===== config.mk =====
export PLATFORM = sky130hd
export DESIGN_NAME = calendar_clock_with_dst_flat
export DESIGN_NICKNAME = d
export VERILOG_FILES = /design/src/hw/rtl/ccd_pkg.sv /design/src/hw/rtl/ccd_if.sv /design/src/hw/rtl/ccd_year_split.sv /design/src/hw/rtl/ccd_advance.sv /design/src/hw/rtl/calendar_clock_with_dst.sv /design/src/flat_wrapper.sv
export VERILOG_INCLUDE_DIRS = /design/src /design/src/hw/rtl
export SDC_FILE = /design/constraint.sdc
export NUM_CORES = 1
export LEC_CHECK = 0
export ABC_AREA = 1
export ABC_CLOCK_PERIOD_IN_PS = 13600
export BUFFER_PORTS_ARGS = -buffer_cell sky130_fd_sc_hd__buf_2
export CORE_MARGIN = 1.5
export CORE_UTILIZATION = 40
export CTS_CLUSTER_SIZE = 20
export DETAILED_ROUTE_END_ITERATION = 6
export GPL_TIMING_DRIVEN = 1
export HOLD_SLACK_MARGIN = 0.06
export PLACE_DENSITY = 0.55
export SLEW_MARGIN = 30
export SYNTH_ARGS = -nofsm -noshare
export SYNTH_HDL_FRONTEND = slang
export SYNTH_SLANG_ARGS = --single-unit

===== constraint.sdc =====
create_clock -name clk -period 13.6 [get_ports clk]
set_input_delay 1.36 -clock clk [delete_from_list [all_inputs] [get_ports clk]]
set_output_delay 1.36 -clock clk [all_outputs]
set_load 0.03 [all_outputs]

===== src/hw/rtl/calendar_clock_with_dst_assert.svh =====
// ----------------------------------------------------------------------------
// Calendar clock assertion macros
// Concurrent check wrappers, compiled out for synthesis.
// ----------------------------------------------------------------------------
`ifndef CALENDAR_CLOCK_WITH_DST_ASSERT_SVH
`define CALENDAR_CLOCK_WITH_DST_ASSERT_SVH
`ifndef SYNTHESIS
// Same-cycle implication
`define CCD_ASSERT_IMP(label, clk, rst, ante, cons) \
  label: assert property (@(posedge clk) disable iff (rst) (ante) |-> (cons)) \
    else $error("calendar clock check failed");
// Next-cycle implication
`define CCD_ASSERT_NXT(label, clk, rst, ante, cons) \
  label: assert property (@(posedge clk) disable iff (rst) (ante) |=> (cons)) \
    else $error("calendar clock check failed");
`else
`define CCD_ASSERT_IMP(label, clk, rst, ante, cons)
`define CCD_ASSERT_NXT(label, clk, rst, ante, cons)
`endif
`endif


===== src/hw/rtl/ccd_pkg.sv =====
// ----------------------------------------------------------------------------
// Calendar clock package
// Field widths, register codes, reset values, state types and calendar
// helper functions shared by the calendar clock modules.
// ----------------------------------------------------------------------------
`default_nettype none

package ccd_pkg;

  // Field widths
  localparam int unsigned YEAR_W      = 16;
  localparam int unsigned MONTH_W     = 4;
  localparam int unsigned DAY_W       = 5;
  localparam int unsigned HOUR_W      = 5;
  localparam int unsigned MINUTE_W    = 6;
  localparam int unsigned WEEKDAY_W   = 3;
  localparam int unsigned CFG_INDEX_W = 3;
  localparam int unsigned CFG_DATA_W  = 16;

  // Configuration register indexes
  localparam logic [CFG_INDEX_W-1:0] CFG_START_YEAR    = 3'd0;
  localparam logic [CFG_INDEX_W-1:0] CFG_START_MONTH   = 3'd1;
  localparam logic [CFG_INDEX_W-1:0] CFG_START_DAY     = 3'd2;
  localparam logic [CFG_INDEX_W-1:0] CFG_START_HOUR    = 3'd3;
  localparam logic [CFG_INDEX_W-1:0] CFG_START_MINUTE  = 3'd4;
  localparam logic [CFG_INDEX_W-1:0] CFG_START_WEEKDAY = 3'd5;
  localparam logic [CFG_INDEX_W-1:0] CFG_START_DST     = 3'd6;

  // Calendar limits, on the widened working values of the update
  localparam logic [6:0] MINUTE_WRAP  = 7'd60;
  localparam logic [5:0] HOUR_WRAP    = 6'd24;
  localparam logic [3:0] WEEKDAY_WRAP = 4'd8;
  localparam logic [3:0] SUNDAY       = 4'd7;
  localparam logic [4:0] MONTH_WRAP   = 5'd13;
  localparam logic [4:0] MARCH        = 5'd3;
  localparam logic [4:0] OCTOBER      = 5'd10;
  localparam logic [5:0] DST_DAY_MIN  = 6'd25;
  localparam logic [5:0] DST_HOUR_STD = 6'd1;
  localparam logic [5:0] DST_HOUR_SUM = 6'd2;
  localparam logic [6:0] CENTURY_LAST = 7'd99;

  // Year split: floor(y / 100) estimated as (y * RECIP) >> RECIP_SHIFT
  localparam logic [15:0] RECIP       = 16'd41943;
  localparam int unsigned RECIP_SHIFT = 22;
  localparam logic [15:0] CENTURY     = 16'd100;

  // Visible calendar time
  typedef struct packed {
    logic [YEAR_W-1:0]    year;
    logic [MONTH_W-1:0]   month;
    logic [DAY_W-1:0]     day;
    logic [HOUR_W-1:0]    hour;
    logic [MINUTE_W-1:0]  minute;
    logic [WEEKDAY_W-1:0] weekday;
    logic                 dst;
  } cal_time_t;

  // Year residues: year mod 100 and (year div 100) mod 4
  typedef struct packed {
    logic [6:0] mod100;
    logic [1:0] cent;
  } year_res_t;

  typedef struct packed {
    cal_time_t t;
    year_res_t res;
  } clock_state_t;

  localparam cal_time_t START_RST = '{
    year:    16'd2000,
    month:   4'd1,
    day:     5'd1,
    hour:    5'd0,
    minute:  6'd0,
    weekday: 3'd6,
    dst:     1'b0
  };

  // 2000 mod 100 is 0, 20 mod 4 is 0
  localparam year_res_t RES_RST = '{mod100: 7'd0, cent: 2'd0};

  // Gregorian leap rule from the year residues (year 0 is leap)
  function automatic logic is_leap(input logic [1:0] year_low, input year_res_t res);
    is_leap = ((res.mod100 != 7'd0) && (year_low == 2'd0)) ||
              ((res.mod100 == 7'd0) && (res.cent == 2'd0));
  endfunction

  // Days in a month; out-of-range months count as 31
  function automatic logic [4:0] month_len(input logic [MONTH_W-1:0] m, input logic leap);
    unique case (m)
      4'd2:                    month_len = leap ? 5'd29 : 5'd28;
      4'd4, 4'd6, 4'd9, 4'd11: month_len = 5'd30;
      default:                 month_len = 5'd31;
    endcase
  endfunction

endpackage

`default_nettype wire


===== src/hw/rtl/ccd_if.sv =====
// ----------------------------------------------------------------------------
// Calendar clock channels
// Valid/ready channels for the tick beats and the calendar result beats.
// ----------------------------------------------------------------------------
`default_nettype none

interface ccd_tick_if;
  logic valid;
  logic ready;
  logic tick;

  modport source (output valid, output tick, input ready);
  modport sink   (input valid, input tick, output ready);
endinterface

interface ccd_time_if;
  import ccd_pkg::*;

  logic                 valid;
  logic                 ready;
  logic [YEAR_W-1:0]    year;
  logic [MONTH_W-1:0]   month;
  logic [DAY_W-1:0]     day;
  logic [HOUR_W-1:0]    hour;
  logic [MINUTE_W-1:0]  minute;
  logic [WEEKDAY_W-1:0] weekday;
  logic                 in_dst;
  logic                 leap;

  modport source (output valid, output year, output month, output day, output hour,
                  output minute, output weekday, output in_dst, output leap,
                  input ready);
  modport sink   (input valid, input year, input month, input day, input hour,
                  input minute, input weekday, input in_dst, input leap,
                  output ready);
endinterface

`default_nettype wire


===== src/hw/rtl/ccd_year_split.sv =====
// ----------------------------------------------------------------------------
// Calendar clock year split
// Splits a loaded year into year mod 100 and century mod 4 using a
// reciprocal multiply and one correcting subtract.
// ----------------------------------------------------------------------------
`default_nettype none

module ccd_year_split (
  input  logic [ccd_pkg::YEAR_W-1:0] year,
  output ccd_pkg::year_res_t         res
);
  import ccd_pkg::*;

  logic [31:0] prod;
  logic [9:0]  q_est;
  logic [15:0] rem_est;
  logic [9:0]  q;

  // Estimate the quotient from below: exact or one short
  assign prod    = 32'(year) * 32'(RECIP);
  assign q_est   = prod[31:RECIP_SHIFT];
  assign rem_est = year - 16'({6'd0, q_est} * CENTURY);

  // Correct once where the remainder reached a full century
  always_comb begin
    if (rem_est >= CENTURY) begin
      res.mod100 = 7'(rem_est - CENTURY);
      q          = q_est + 10'd1;
    end else begin
      res.mod100 = 7'(rem_est);
      q          = q_est;
    end
    res.cent = q[1:0];
  end

endmodule

`default_nettype wire


===== src/hw/rtl/ccd_advance.sv =====
// ----------------------------------------------------------------------------
// Calendar clock advance
// Next state for one tick beat: minute step, hour, weekday, day, month and
// year carries, then the daylight saving start and end rules.
// ----------------------------------------------------------------------------
`default_nettype none

module ccd_advance (
  input  logic                  tick,
  input  ccd_pkg::clock_state_t cur,
  output ccd_pkg::clock_state_t nxt
);
  import ccd_pkg::*;

  always_comb begin
    logic [6:0]  mi;
    logic [5:0]  hr;
    logic [5:0]  dy;
    logic [3:0]  wd;
    logic [4:0]  mo;
    logic [15:0] yr;
    year_res_t   res;
    logic        dst;

    mi  = {1'b0, cur.t.minute} + 7'd1;
    hr  = {1'b0, cur.t.hour};
    dy  = {1'b0, cur.t.day};
    wd  = {1'b0, cur.t.weekday};
    mo  = {1'b0, cur.t.month};
    yr  = cur.t.year;
    res = cur.res;
    dst = cur.t.dst;

    // Carry minute into hour, hour into day and weekday
    if (mi >= MINUTE_WRAP) begin
      mi = 7'd0;
      hr = hr + 6'd1;
    end
    if (hr >= HOUR_WRAP) begin
      hr = 6'd0;
      dy = dy + 6'd1;
      wd = wd + 4'd1;
    end
    if (wd >= WEEKDAY_WRAP) begin
      wd = 4'd1;
    end

    // Wrap the day at the month length of the current year
    if (dy > {1'b0, month_len(cur.t.month, is_leap(cur.t.year[1:0], cur.res))}) begin
      dy = 6'd1;
      mo = mo + 5'd1;
    end

    // Carry into the year and keep its residues in step
    if (mo >= MONTH_WRAP) begin
      mo = 5'd1;
      yr = yr + 16'd1;
      if (cur.t.year == '1) begin
        res = '0;
      end else if (res.mod100 == CENTURY_LAST) begin
        res.mod100 = 7'd0;
        res.cent   = res.cent + 2'd1;
      end else begin
        res.mod100 = res.mod100 + 7'd1;
      end
    end

    // Enter summer time on a late March Sunday
    if (mo == MARCH && dy >= DST_DAY_MIN && hr == DST_HOUR_STD && wd == SUNDAY) begin
      hr  = DST_HOUR_SUM;
      dst = 1'b1;
    end
    // Leave summer time on a late October Sunday
    if (mo == OCTOBER && dy >= DST_DAY_MIN && hr == DST_HOUR_SUM && wd == SUNDAY && dst) begin
      hr  = DST_HOUR_STD;
      dst = 1'b0;
    end

    // Hold the state on a zero tick
    if (tick) begin
      nxt.t.year    = yr;
      nxt.t.month   = mo[MONTH_W-1:0];
      nxt.t.day     = dy[DAY_W-1:0];
      nxt.t.hour    = hr[HOUR_W-1:0];
      nxt.t.minute  = mi[MINUTE_W-1:0];
      nxt.t.weekday = wd[WEEKDAY_W-1:0];
      nxt.t.dst     = dst;
      nxt.res       = res;
    end else begin
      nxt = cur;
    end
  end

endmodule

`default_nettype wire


===== src/hw/rtl/calendar_clock_with_dst.sv =====
// A tick beat's result is captured in the result register when the beat is accepted.
// Throughput: one tick beat per cycle while the sink is ready; the result register frees itself as it drains.
// The clock state register updates on the accepting edge, so beats chain without gaps.
// Reset (synchronous, rst high): start registers take their defaults, 2000-01-01 00:00,
// Saturday, standard time, and the clock state loads from them; no result is pending.
// A valid start register write reloads the whole clock state at the edge that takes it.
// ----------------------------------------------------------------------------
// Calendar clock with daylight saving, top level
// Minute-tick calendar with Gregorian leap years and summer time switching,
// loadable through a start register write port.
// ----------------------------------------------------------------------------
`default_nettype none
`include "calendar_clock_with_dst_assert.svh"

module calendar_clock_with_dst (
  input  logic                             clk,
  input  logic                             rst,
  ccd_tick_if.sink                         tick_ch,
  ccd_time_if.source                       time_ch,
  input  logic                             cfg_we,
  input  logic [ccd_pkg::CFG_INDEX_W-1:0]  cfg_index,
  input  logic [ccd_pkg::CFG_DATA_W-1:0]   cfg_data
);
  import ccd_pkg::*;

  cal_time_t    start;
  cal_time_t    start_next;
  year_res_t    start_res;
  clock_state_t state;
  clock_state_t state_adv;
  logic         cfg_hit;
  logic         accept;
  logic         res_valid;
  cal_time_t    res;
  logic         res_leap;

  // Merge a register write into the start values
  always_comb begin
    start_next = start;
    cfg_hit    = 1'b0;
    if (cfg_we) begin
      cfg_hit = 1'b1;
      unique case (cfg_index)
        CFG_START_YEAR:    start_next.year    = cfg_data;
        CFG_START_MONTH:   start_next.month   = cfg_data[MONTH_W-1:0];
        CFG_START_DAY:     start_next.day     = cfg_data[DAY_W-1:0];
        CFG_START_HOUR:    start_next.hour    = cfg_data[HOUR_W-1:0];
        CFG_START_MINUTE:  start_next.minute  = cfg_data[MINUTE_W-1:0];
        CFG_START_WEEKDAY: start_next.weekday = cfg_data[WEEKDAY_W-1:0];
        CFG_START_DST:     start_next.dst     = cfg_data[0];
        default:           cfg_hit            = 1'b0;
      endcase
    end
  end

  // Split the year being loaded into its leap residues
  ccd_year_split u_year_split (
    .year (start_next.year),
    .res  (start_res)
  );

  // Next state for the incoming beat
  ccd_advance u_advance (
    .tick (tick_ch.tick),
    .cur  (state),
    .nxt  (state_adv)
  );

  // Take a beat whenever the result register is empty or draining
  assign tick_ch.ready = !res_valid || time_ch.ready;
  assign accept        = tick_ch.valid && tick_ch.ready;

  // Hold start registers, clock state and result valid
  always_ff @(posedge clk) begin
    if (rst) begin
      start     <= START_RST;
      state     <= '{t: START_RST, res: RES_RST};
      res_valid <= 1'b0;
    end else begin
      if (cfg_hit) begin
        start <= start_next;
        state <= '{t: start_next, res: start_res};
      end else if (accept) begin
        state <= state_adv;
      end
      if (accept) begin
        res_valid <= 1'b1;
      end else if (time_ch.ready) begin
        res_valid <= 1'b0;
      end
    end
  end

  // Capture the result beat
  always_ff @(posedge clk) begin
    if (accept) begin
      res      <= state_adv.t;
      res_leap <= is_leap(state_adv.t.year[1:0], state_adv.res);
    end
  end

  assign time_ch.valid   = res_valid;
  assign time_ch.year    = res.year;
  assign time_ch.month   = res.month;
  assign time_ch.day     = res.day;
  assign time_ch.hour    = res.hour;
  assign time_ch.minute  = res.minute;
  assign time_ch.weekday = res.weekday;
  assign time_ch.in_dst  = res.dst;
  assign time_ch.leap    = res_leap;

  // Checks
  `CCD_ASSERT_NXT(a_minute_in_range, clk, rst, accept && tick_ch.tick, time_ch.minute < 6'd60)
  `CCD_ASSERT_NXT(a_zero_tick_holds, clk, rst, accept && !tick_ch.tick && !cfg_hit, state == $past(state))
  `CCD_ASSERT_NXT(a_beat_registered, clk, rst, accept, time_ch.valid)
  `CCD_ASSERT_IMP(a_stall_only_full, clk, rst, !tick_ch.ready, res_valid && !time_ch.ready)

endmodule

`default_nettype wire


===== src/flat_wrapper.sv =====
// flat-port wrapper written by rule: the top's interface ports become plain ports
module calendar_clock_with_dst_flat import ccd_pkg::*;
  (clk, rst, cfg_we, cfg_index, cfg_data, tick_ch_valid, tick_ch_tick, tick_ch_ready, time_ch_valid, time_ch_year, time_ch_month, time_ch_day, time_ch_hour, time_ch_minute, time_ch_weekday, time_ch_in_dst, time_ch_leap, time_ch_ready);
  ccd_tick_if tick_ch_i ();
  ccd_time_if time_ch_i ();
  input  logic clk;
  input  logic rst;
  input  logic cfg_we;
  input  logic [ccd_pkg::CFG_INDEX_W-1:0] cfg_index;
  input  logic [ccd_pkg::CFG_DATA_W-1:0] cfg_data;
  input wire logic [$bits(tick_ch_i.valid)-1:0] tick_ch_valid;
  input wire logic [$bits(tick_ch_i.tick)-1:0] tick_ch_tick;
  output wire logic [$bits(tick_ch_i.ready)-1:0] tick_ch_ready;
  output wire logic [$bits(time_ch_i.valid)-1:0] time_ch_valid;
  output wire logic [$bits(time_ch_i.year)-1:0] time_ch_year;
  output wire logic [$bits(time_ch_i.month)-1:0] time_ch_month;
  output wire logic [$bits(time_ch_i.day)-1:0] time_ch_day;
  output wire logic [$bits(time_ch_i.hour)-1:0] time_ch_hour;
  output wire logic [$bits(time_ch_i.minute)-1:0] time_ch_minute;
  output wire logic [$bits(time_ch_i.weekday)-1:0] time_ch_weekday;
  output wire logic [$bits(time_ch_i.in_dst)-1:0] time_ch_in_dst;
  output wire logic [$bits(time_ch_i.leap)-1:0] time_ch_leap;
  input wire logic [$bits(time_ch_i.ready)-1:0] time_ch_ready;
  assign tick_ch_i.valid = tick_ch_valid;
  assign tick_ch_i.tick = tick_ch_tick;
  assign tick_ch_ready = tick_ch_i.ready;
  assign time_ch_valid = time_ch_i.valid;
  assign time_ch_year = time_ch_i.year;
  assign time_ch_month = time_ch_i.month;
  assign time_ch_day = time_ch_i.day;
  assign time_ch_hour = time_ch_i.hour;
  assign time_ch_minute = time_ch_i.minute;
  assign time_ch_weekday = time_ch_i.weekday;
  assign time_ch_in_dst = time_ch_i.in_dst;
  assign time_ch_leap = time_ch_i.leap;
  assign time_ch_i.ready = time_ch_ready;
  calendar_clock_with_dst u_core (.clk(clk), .rst(rst), .tick_ch(tick_ch_i), .time_ch(time_ch_i), .cfg_we(cfg_we), .cfg_index(cfg_index), .cfg_data(cfg_data));
endmodule

# --- Yosys cells after proc, flatten, opt, wreduce, memory -nomap -nowiden ---
# Cells that the tools add are included.
classes:
  addsub: 11
  multipliers: 2
  n_lt_le_gt_ge: 7
  eq_ne: 18
  n_mux: 37
  reduce_logical: 29
op_table:
  columns: ["op", "count"]
  rows:
  - ["49-bit two-way mux", 3]
  - ["6-bit two-way mux", 7]
  - ["40-bit two-way mux", 1]
  - ["16-bit by 16-bit multiplier with 32-bit output, second input constant", 1]
  - ["16-bit two-way mux", 2]
  - ["5-bit two-way mux", 5]
  - ["9-bit two-way mux", 2]
  - ["16-bit by 1-bit adder with 16-bit output, second input constant", 1]
  - ["16-bit equality test, second input constant", 1]
  - ["16-bit by 7-bit greater-or-equal comparator with 1-bit output, second input constant", 1]
  - ["16-bit subtractor", 1]
  - ["7-bit logical NOT", 2]
  - ["10-bit by 5-bit multiplier with 14-bit output, second input constant", 1]
  - ["7-bit two-way mux", 2]
  - ["7-bit nonzero test", 2]
  - ["5-bit by 1-bit adder with 6-bit output, second input constant", 2]
  - ["4-bit by 3-bit equality test with 1-bit output, second input constant", 3]
  - ["6-bit by 5-bit greater-or-equal comparator with 1-bit output, second input constant", 2]
  - ["1-bit logical AND", 12]
  - ["4-bit two-way mux", 3]
  - ["3-bit equality test, second input constant", 3]
  - ["4-bit equality test, second input constant", 2]
  - ["2-bit logical NOT", 4]
  - ["1-bit two-way mux", 8]
  - ["27 further kinds", 33]
word_totals:
  reg_bits: 131
  output_inout_bits: 43
  wordCells: 129

# --- Logic depth before layout (Yosys ltp) ---
# Gate-level depths: netlist of the first run.
logic_depth:
  ltp_word: 23
  depth_mapped: 67
  mapped_depth_nobuf: 64

# --- Cells and area by module ---
# A second synthesis of the first run with hierarchy kept.
unflattened:
  cells_unflattened: 1998
  area_unflattened_um2: 14836.7
by_module_without_submodules:
  columns: ["module", "instances", "cells_each", "area_per_inst_um2", "seq_area_each_um2"]
  rows:
  - ["ccd_year_split", 1, 904, 7214.4, 0.0]
  - ["calendar_clock_with_dst", 1, 722, 5616.6, 3032.9]
  - ["ccd_advance", 1, 372, 2005.7, 0.0]

# --- Least setup slack after synthesis of the first run ---
# OpenSTA, ideal clock, no wires.
synth_path:
  path_kind: "input port to flip-flop"
  from: "in cfg_we"
  to: "reg u_core.state[4] (netlist bit)"
  t_arrival_ns: 11.777
  required_ns: 13.490
  slack_ns: 1.713
  stages: 57
  cell_sequence: "inv_1 nor2_1 nand2_1 buf_2 buf_1 buf_1 o21ai_0 inv_1 ha_1 fa_1 inv_1 fa_1 inv_1 fa_1 fa_1 inv_1 fa_1 inv_1 (+21 left out) nor2_1 o21ai_0 nand2_1 xnor2_1 ha_1 inv_1 nor3_1 a2111oi_1 nand2_1 nand2_1 nand2_1 nor2_1 nand3_1 buf_2 o21ai_0 o21ai_1 nand2_1 inv_1"
synth_lines:
  columns: ["element", "line_no", "text"]
  rows:
  - ["from (decl)", "flat_wrapper.sv:8", "input logic cfg_we;"]
  - ["to (signal assigned)", "calendar_clock_with_dst.sv:77", "state <= '{t: START_RST, res: RES_RST};"]
  - ["to (signal assigned)", "calendar_clock_with_dst.sv:82", "state <= '{t: start_next, res: start_res};"]
  - ["to (signal assigned)", "calendar_clock_with_dst.sv:84", "state <= state_adv;"]
  - ["to (decl)", "calendar_clock_with_dst.sv:29", "clock_state_t state;"]

==> flow_summary_export.csv, run 1 <==
group,metric,value,unit
outcome,outcome,"complete, no violations",
floorplanning,fp.dieH,189,µm
setup_path,critPathArrivalTime,12.93,ns
route,ant_nets,0,
setup_path,rrSetupSlack,2.73,ns
clock_network,cts_max_level,4,
setup_path,r2r_cells,58,
route,drtIter0Drc,668,
placed_design,place_ws,0.551,ns
timing,tightest_slew,0.954,ns
timing,period_share,0.927,
timing,fin_skew,0.00704,ns
route,dr.pass1.iters,7,
placed_design,finalWeightedCongestion,0.867,
global_route,antenna_found_initial,0,
setup_path,start_kind,"input pin",
timing,fmaxAchievable,0.0793,GHz
logic_synthesis,synth_nets,2089,
clock_network,cts-root-buf,"clkbuf_16",
logic_synthesis,yosysWarningCount,0,
setup_path,cp_common_cell,"inv_1",
floorplanning,die_w,189,µm
setup_path,slowest_stage,"fa_1",
timing,holdWs,0.467,ns
logic_synthesis,synth_flop_cell,"dfxtp_1",
cells_and_area,seqCellArea,3030,µm²
logic_synthesis,ys_seq_elements,131,
cells_and_area,fin_nets,2151,
setup_path,crit_fanout,21,
timing,finalWorstSetupSlack,0.987,ns
logic_synthesis,syn_inst,1774,
setup_path,r2r-end,"u_core.state[4]",
hold_path,whs_endpoint,"u_core.start[14]",
cells_and_area,multi_input_area,9130,µm²
timing,hold_violations,0,
global_route,grt_pass1_wl,57.9,mm
clock_network,cts_buffer_depth,2,
clock_network,path_clk_slew,0.06,ns
clock_network,cts_buffers,17,
clock_network,cts.sinks,131,
flow_run,maxCapViolations,0,
clock_network,holdBufCountCts,0,
global_route,grt_remaining_overflow,0,
floorplanning,initial_core_util,0.409,
logic_synthesis,syn_area,13800,µm²
route,routed_wl,35.3,mm
clock_network,postCtsSetupBuffers,0,
logic_synthesis,synth_edf_count,41,
global_route,gr-usage-all-layers,0.205,
logic_synthesis,synthArstFlopShare,0,
setup_path,r2r_start,"u_core.start[35]",
cells_and_area,drive_gt1_frac,0.0920,
floorplanning,core-area,33700,µm²
setup_path,crit_type,"in -> reg",
route,wire_per_inst,15.4,µm
floorplanning,pin_count,68,
hold_path,hold_path_class,"reg -> reg",
timing,finalSetupTns,0,ns
setup_path,max_stage_delay,0.54,ns
logic_synthesis,yosysSeqAreaShare,0.220,
timing,finalSetupViolations,0,
clock_network,cts_tree,"built",
route,drc,0,
setup_path,end_kind,"flop",
setup_path,crit_required,13.92,ns
timing,finalMaxSlewViolations,0,
placed_design,dp_hpwl,28.6,mm
logic_synthesis,syn_area_per_cell,7.78,µm²
clock_network,cts_resized,0,
cells_and_area,area_delta_synth_final,10.8,%
cells_and_area,insertedDiodeCount,0,
floorplanning,std_cell_rows,67,
clock_network,clk_latency,0.43,ns
global_route,grt_max_degree,55,
timing,grt_setup_unrepaired,"no",
timing,slew_headroom,0.360,
hold_path,hp-start,"u_core.start[14]",
placed_design,io_buffers,67,
cells_and_area,fillCellCount,3488,
global_route,grt_pass1_vias,11063,
logic_synthesis,ys_types,63,
timing,finalCriticalPeriod,12.61,ns
route,vias,11304,
hold_path,worstHoldPathCells,2,
floorplanning,die_area,35600,µm²
route,avgViaCountPerCell,4.92,
[how the worst max path moves through the flow]
stage / from / slack [ns] / to / cells after the start
floorplan: cfg_we / 1.71 / u_core.state[4] / 57
global placement: cfg_we / 0.81 / u_core.state[4] / 55
detailed placement: cfg_we / 0.55 / u_core.state[4] / 55
CTS: cfg_we / 0.97 / u_core.state[4] / 55
global route: cfg_we / 0.03 / u_core.state[7] / 57
finish: cfg_we / 0.99 / u_core.state[4] / 55
[per-layer routing]
layer	global-route usage	wire, µm	vias to the layer above
li1	-	-	5779
met4	0.0440	418	0
met3	0.0259	1360	22
met2	0.334	16100	246
met1	0.290	17400	5257
met5	0	0	-
[critical path: cells and delay by family]
kind                       cells  cell delay [ns]
buffers and inverters         13             1.41
AOI/OAI and AO/OA              9             2.03
xor gates and xnor gates       2             0.46
and+or+nand+nor               19             2.68
adders and majority gates     12             4.99
[stage by stage]
step           cells  cell area [µm²]   util
4_1_cts         2296            15300  0.454
3_5_place_dp    2265            14700  0.435
6_report        2296            15300  0.454
2_1_floorplan   1774            13800      -
3_3_place_gp    2265            14700  0.435
5_1_grt         2296            15300  0.454
[final cells by class]
cell class / count / area share
Multi-Input combinational cell: 1216 / 0.597
Clock inverter: 8 / 0.00614
Sequential cell: 131 / 0.198
Inverter: 379 / 0.0936
Clock buffer: 23 / 0.0341
Tap cell: 448 / 0.0367
Timing Repair Buffer: 91 / 0.0337
[cells by family (layout without fill, tap and decap cells)]
group,after synthesis,after routing,synth area share
AO/OA/AOI/OAI,249,249,0.102
AND/OR/NAND/NOR,590,590,0.188
adder cells (fa/ha/maj),290,290,0.313
flip-flops,131,131,0.220
buffers and inverters,427,501,0.119
multiplexers,18,18,0.0132
XOR/XNOR,69,69,0.0454
[layout by cell type, fill, tap and decap left out, types with 23 or more instances in the layout]
| master | count |
|---|---|
| inv_1 | 372 |
| ha_1 | 198 |
| o21ai_1 | 23 |
| dfxtp_1 | 90 |
| nor2_1 | 124 |
| nand3_1 | 73 |
| xor2_1 | 45 |
| fa_1 | 92 |
| buf_4 | 24 |
| a21oi_1 | 67 |
| buf_2 | 67 |
| edfxtp_1 | 41 |
| nand2_1 | 312 |
| o21ai_0 | 95 |
[state kept, by name, indices dropped and copies added, names as in the netlist]
name	cells
u_core.time_ch.year	16
u_core.state	49
u_core.time_ch.minute	6
u_core.start	40
u_core.time_ch.weekday	3
u_core.time_ch.hour	5
u_core.time_ch.month	4
u_core.time_ch.in_dst	1
u_core.time_ch.day	5
u_core.time_ch.leap	1
u_core.time_ch.valid	1
[cells in the mapped netlist, types with 2 or more instances]
cell	count	share of area
a21boi_0	2	0.0011
a21oi_1	67	0.024
a221oi_1	7	0.0044
a22oi_1	2	0.0011
a31oi_1	20	0.0091
buf_1	3	0.00082
buf_2	2	0.00073
buf_6	2	0.0016
clkbuf_1	39	0.011
dfxtp_1	90	0.13
edfxtp_1	41	0.089
fa_1	92	0.13
ha_1	198	0.18
inv_1	373	0.10
inv_2	4	0.0011
mux2i_1	17	0.012
nand2_1	312	0.085
nand2_2	9	0.0041
nand2_4	3	0.0024
nand3_1	73	0.026
nand3_2	3	0.0022
nand4_1	22	0.010
nand4_2	2	0.0018
nor2_1	125	0.034
nor2_4	2	0.0016
nor3_1	17	0.0062
nor3b_1	2	0.0011
nor4_1	3	0.0014
o211ai_1	6	0.0033
o21a_1	2	0.0011
o21ai_0	98	0.036
o21ai_1	21	0.0076
o21bai_1	10	0.0054
o22ai_1	3	0.0014
or2_2	9	0.0041
xnor2_1	21	0.013
xnor2_2	2	0.0024
xor2_1	45	0.029
Power of run 1 is left out: the tool's default activity adds up to more than one toggle a clock period on the data nets, which glitch-free logic cannot reach.
==> inputs of run 2 (changes only) <==
CORE_UTILIZATION = 23   (was 40)
CTS_CLUSTER_DIAMETER = 30   (was unset)
PLACE_DENSITY = 0.36   (was 0.55)
==> flow_summary_export.csv, run 2 (synthesized netlist as in run 1, its figures left out) <==
group,metric,value,unit
outcome,outcome,"finished, violations left",
outcome,violations,"design-rule violations",
clock_network,holdBufCountCts,0,
clock_network,cts_buffer_depth,2,
route,ant_nets,0,
cells_and_area,final_common_cell,"inv_1",
cells_and_area,multi_input_area,9150,µm²
setup_path,critPathArrivalTime,12.67,ns
placed_design,dp_cells,2589,
timing,fin_skew,0.0116,ns
flow_run,maxCapViolations,0,
floorplanning,initial_core_util,0.233,
cells_and_area,drive_gt1_frac,0.0936,
clock_network,cts_resized,0,
timing,fmaxAchievable,0.0811,GHz
floorplanning,core-area,59100,µm²
clock_network,cts_tree,"built",
timing,grt_setup_unrepaired,"no",
clock_network,cts.sinks,131,
setup_path,end_kind,"flop",
route,drc,9,
clock_network,clk_latency,0.44,ns
placed_design,finalWeightedCongestion,0.812,
timing,finalSetupViolations,0,
floorplanning,pin_count,68,
route,drtIter0Drc,459,
cells_and_area,area_delta_synth_final,13.7,%
route,wire_per_inst,15.9,µm
cells_and_area,finalNonFillerCells,2621,
floorplanning,fp.dieH,248,µm
setup_path,cp_common_cell,"nand2_1",
placed_design,place_area,15100,µm²
timing,hold_violations,0,
route,dr.pass1.iters,7,
cells_and_area,layout_common_cells,"inv_1, nand2_1, ha_1",
timing,finalMaxSlewViolations,0,
cells_and_area,fin_nets,2150,
cells_and_area,design_area,15700,µm²
setup_path,crit_fanout,32,
setup_path,r2r_cells,58,
cells_and_area,regMostFlops,"u_core.state",
clock_network,path_clk_slew,0.06,ns
clock_network,cts_buffers,17,
clock_network,postCtsSetupBuffers,0,
setup_path,crit_type,"in -> reg",
setup_path,crit_required,13.94,ns
setup_path,r2r_start,"u_core.start[32]",
placed_design,io_buffers,67,
global_route,grt_pass1_vias,11495,
global_route,gr-usage-all-layers,0.142,
setup_path,start_kind,"input pin",
cells_and_area,fillCellCount,6465,
global_route,antenna_found_initial,0,
timing,finalSetupTns,0,ns
floorplanning,std_cell_rows,89,
hold_path,hold_path_class,"reg -> reg",
global_route,grt_max_degree,55,
setup_path,rrSetupSlack,2.61,ns
timing,slew_headroom,0.477,
cells_and_area,seqCellArea,3030,µm²
setup_path,max_stage_delay,0.55,ns
route,routed_wl,41.7,mm
floorplanning,die_area,61500,µm²
setup_path,crit_start,"cfg_we",
timing,finalCriticalPeriod,12.33,ns
cells_and_area,largest_reg_flops,49,
placed_design,dp_hpwl,33.8,mm
global_route,grt_remaining_overflow,0,
global_route,grt_pass1_wl,66.5,mm
setup_path,slowest_stage,"fa_1",
route,vias,11235,
setup_path,r2r-end,"u_core.state[8]",
clock_network,cts_max_level,4,
cells_and_area,insertedDiodeCount,0,
clock_network,cts-root-buf,"clkbuf_16",
setup_path,endpoint,"u_core.state[8]",
timing,period_share,0.907,
floorplanning,die_w,248,µm
timing,tightest_slew,0.782,ns
route,avgViaCountPerCell,4.29,
==> run 2: worst min-delay path by stage <==
stage                     start               end  slack (ns)  depth (start not counted)
2_1_floorplan  u_core.start[20]  u_core.start[20]        0.44                          2
3_3_place_gp   u_core.start[15]  u_core.start[15]        0.46                          2
3_5_place_dp   u_core.start[20]  u_core.start[20]        0.46                          2
4_1_cts         u_core.start[2]   u_core.start[2]        0.48                          2
5_1_grt         u_core.start[2]   u_core.start[2]        0.51                          2
6_report       u_core.start[14]  u_core.start[14]        0.47                          2
==> run 2: metrics by stage <==
step / hold WS [ns] / utilization / setup slack [ns]
after floorplan: 0.443 / - / 1.71
after global placement: 0.456 / 0.255 / 0.844
after detailed placement: 0.461 / 0.255 / 0.698
after CTS: 0.479 / 0.265 / 1.14
after global routing: 0.511 / 0.265 / 0.0620
final: 0.473 / 0.265 / 1.27
==> run 2: worst max-delay path, delay by kind of cell <==
family,cells,cell delay [ns]
fa+ha+maj,12,4.56
simple gates,27,3.41
buf+inv,14,1.49
compound gates,7,1.38
xor+xnor,2,0.46
==> run 2: per-layer routing <==
layer | vias to the layer above | part of all wire | global-route usage
met4 | 0 | 0.0081 | 0.0283
met2 | 134 | 0.45 | 0.226
met5 | - | 0 | 0
met1 | 5308 | 0.52 | 0.206
met3 | 21 | 0.020 | 0.0138
li1 | 5772 | - | -
==> run 2: area by class of cell <==
type	instances	area share
tap	773	0.0617
inverter	379	0.0912
clock buffer	19	0.0303
multi-input combinational	1216	0.583
sequential	131	0.193
clock inverter	13	0.00758
timing repair buffer	90	0.0324
Power of run 2 is left out for the same reason.
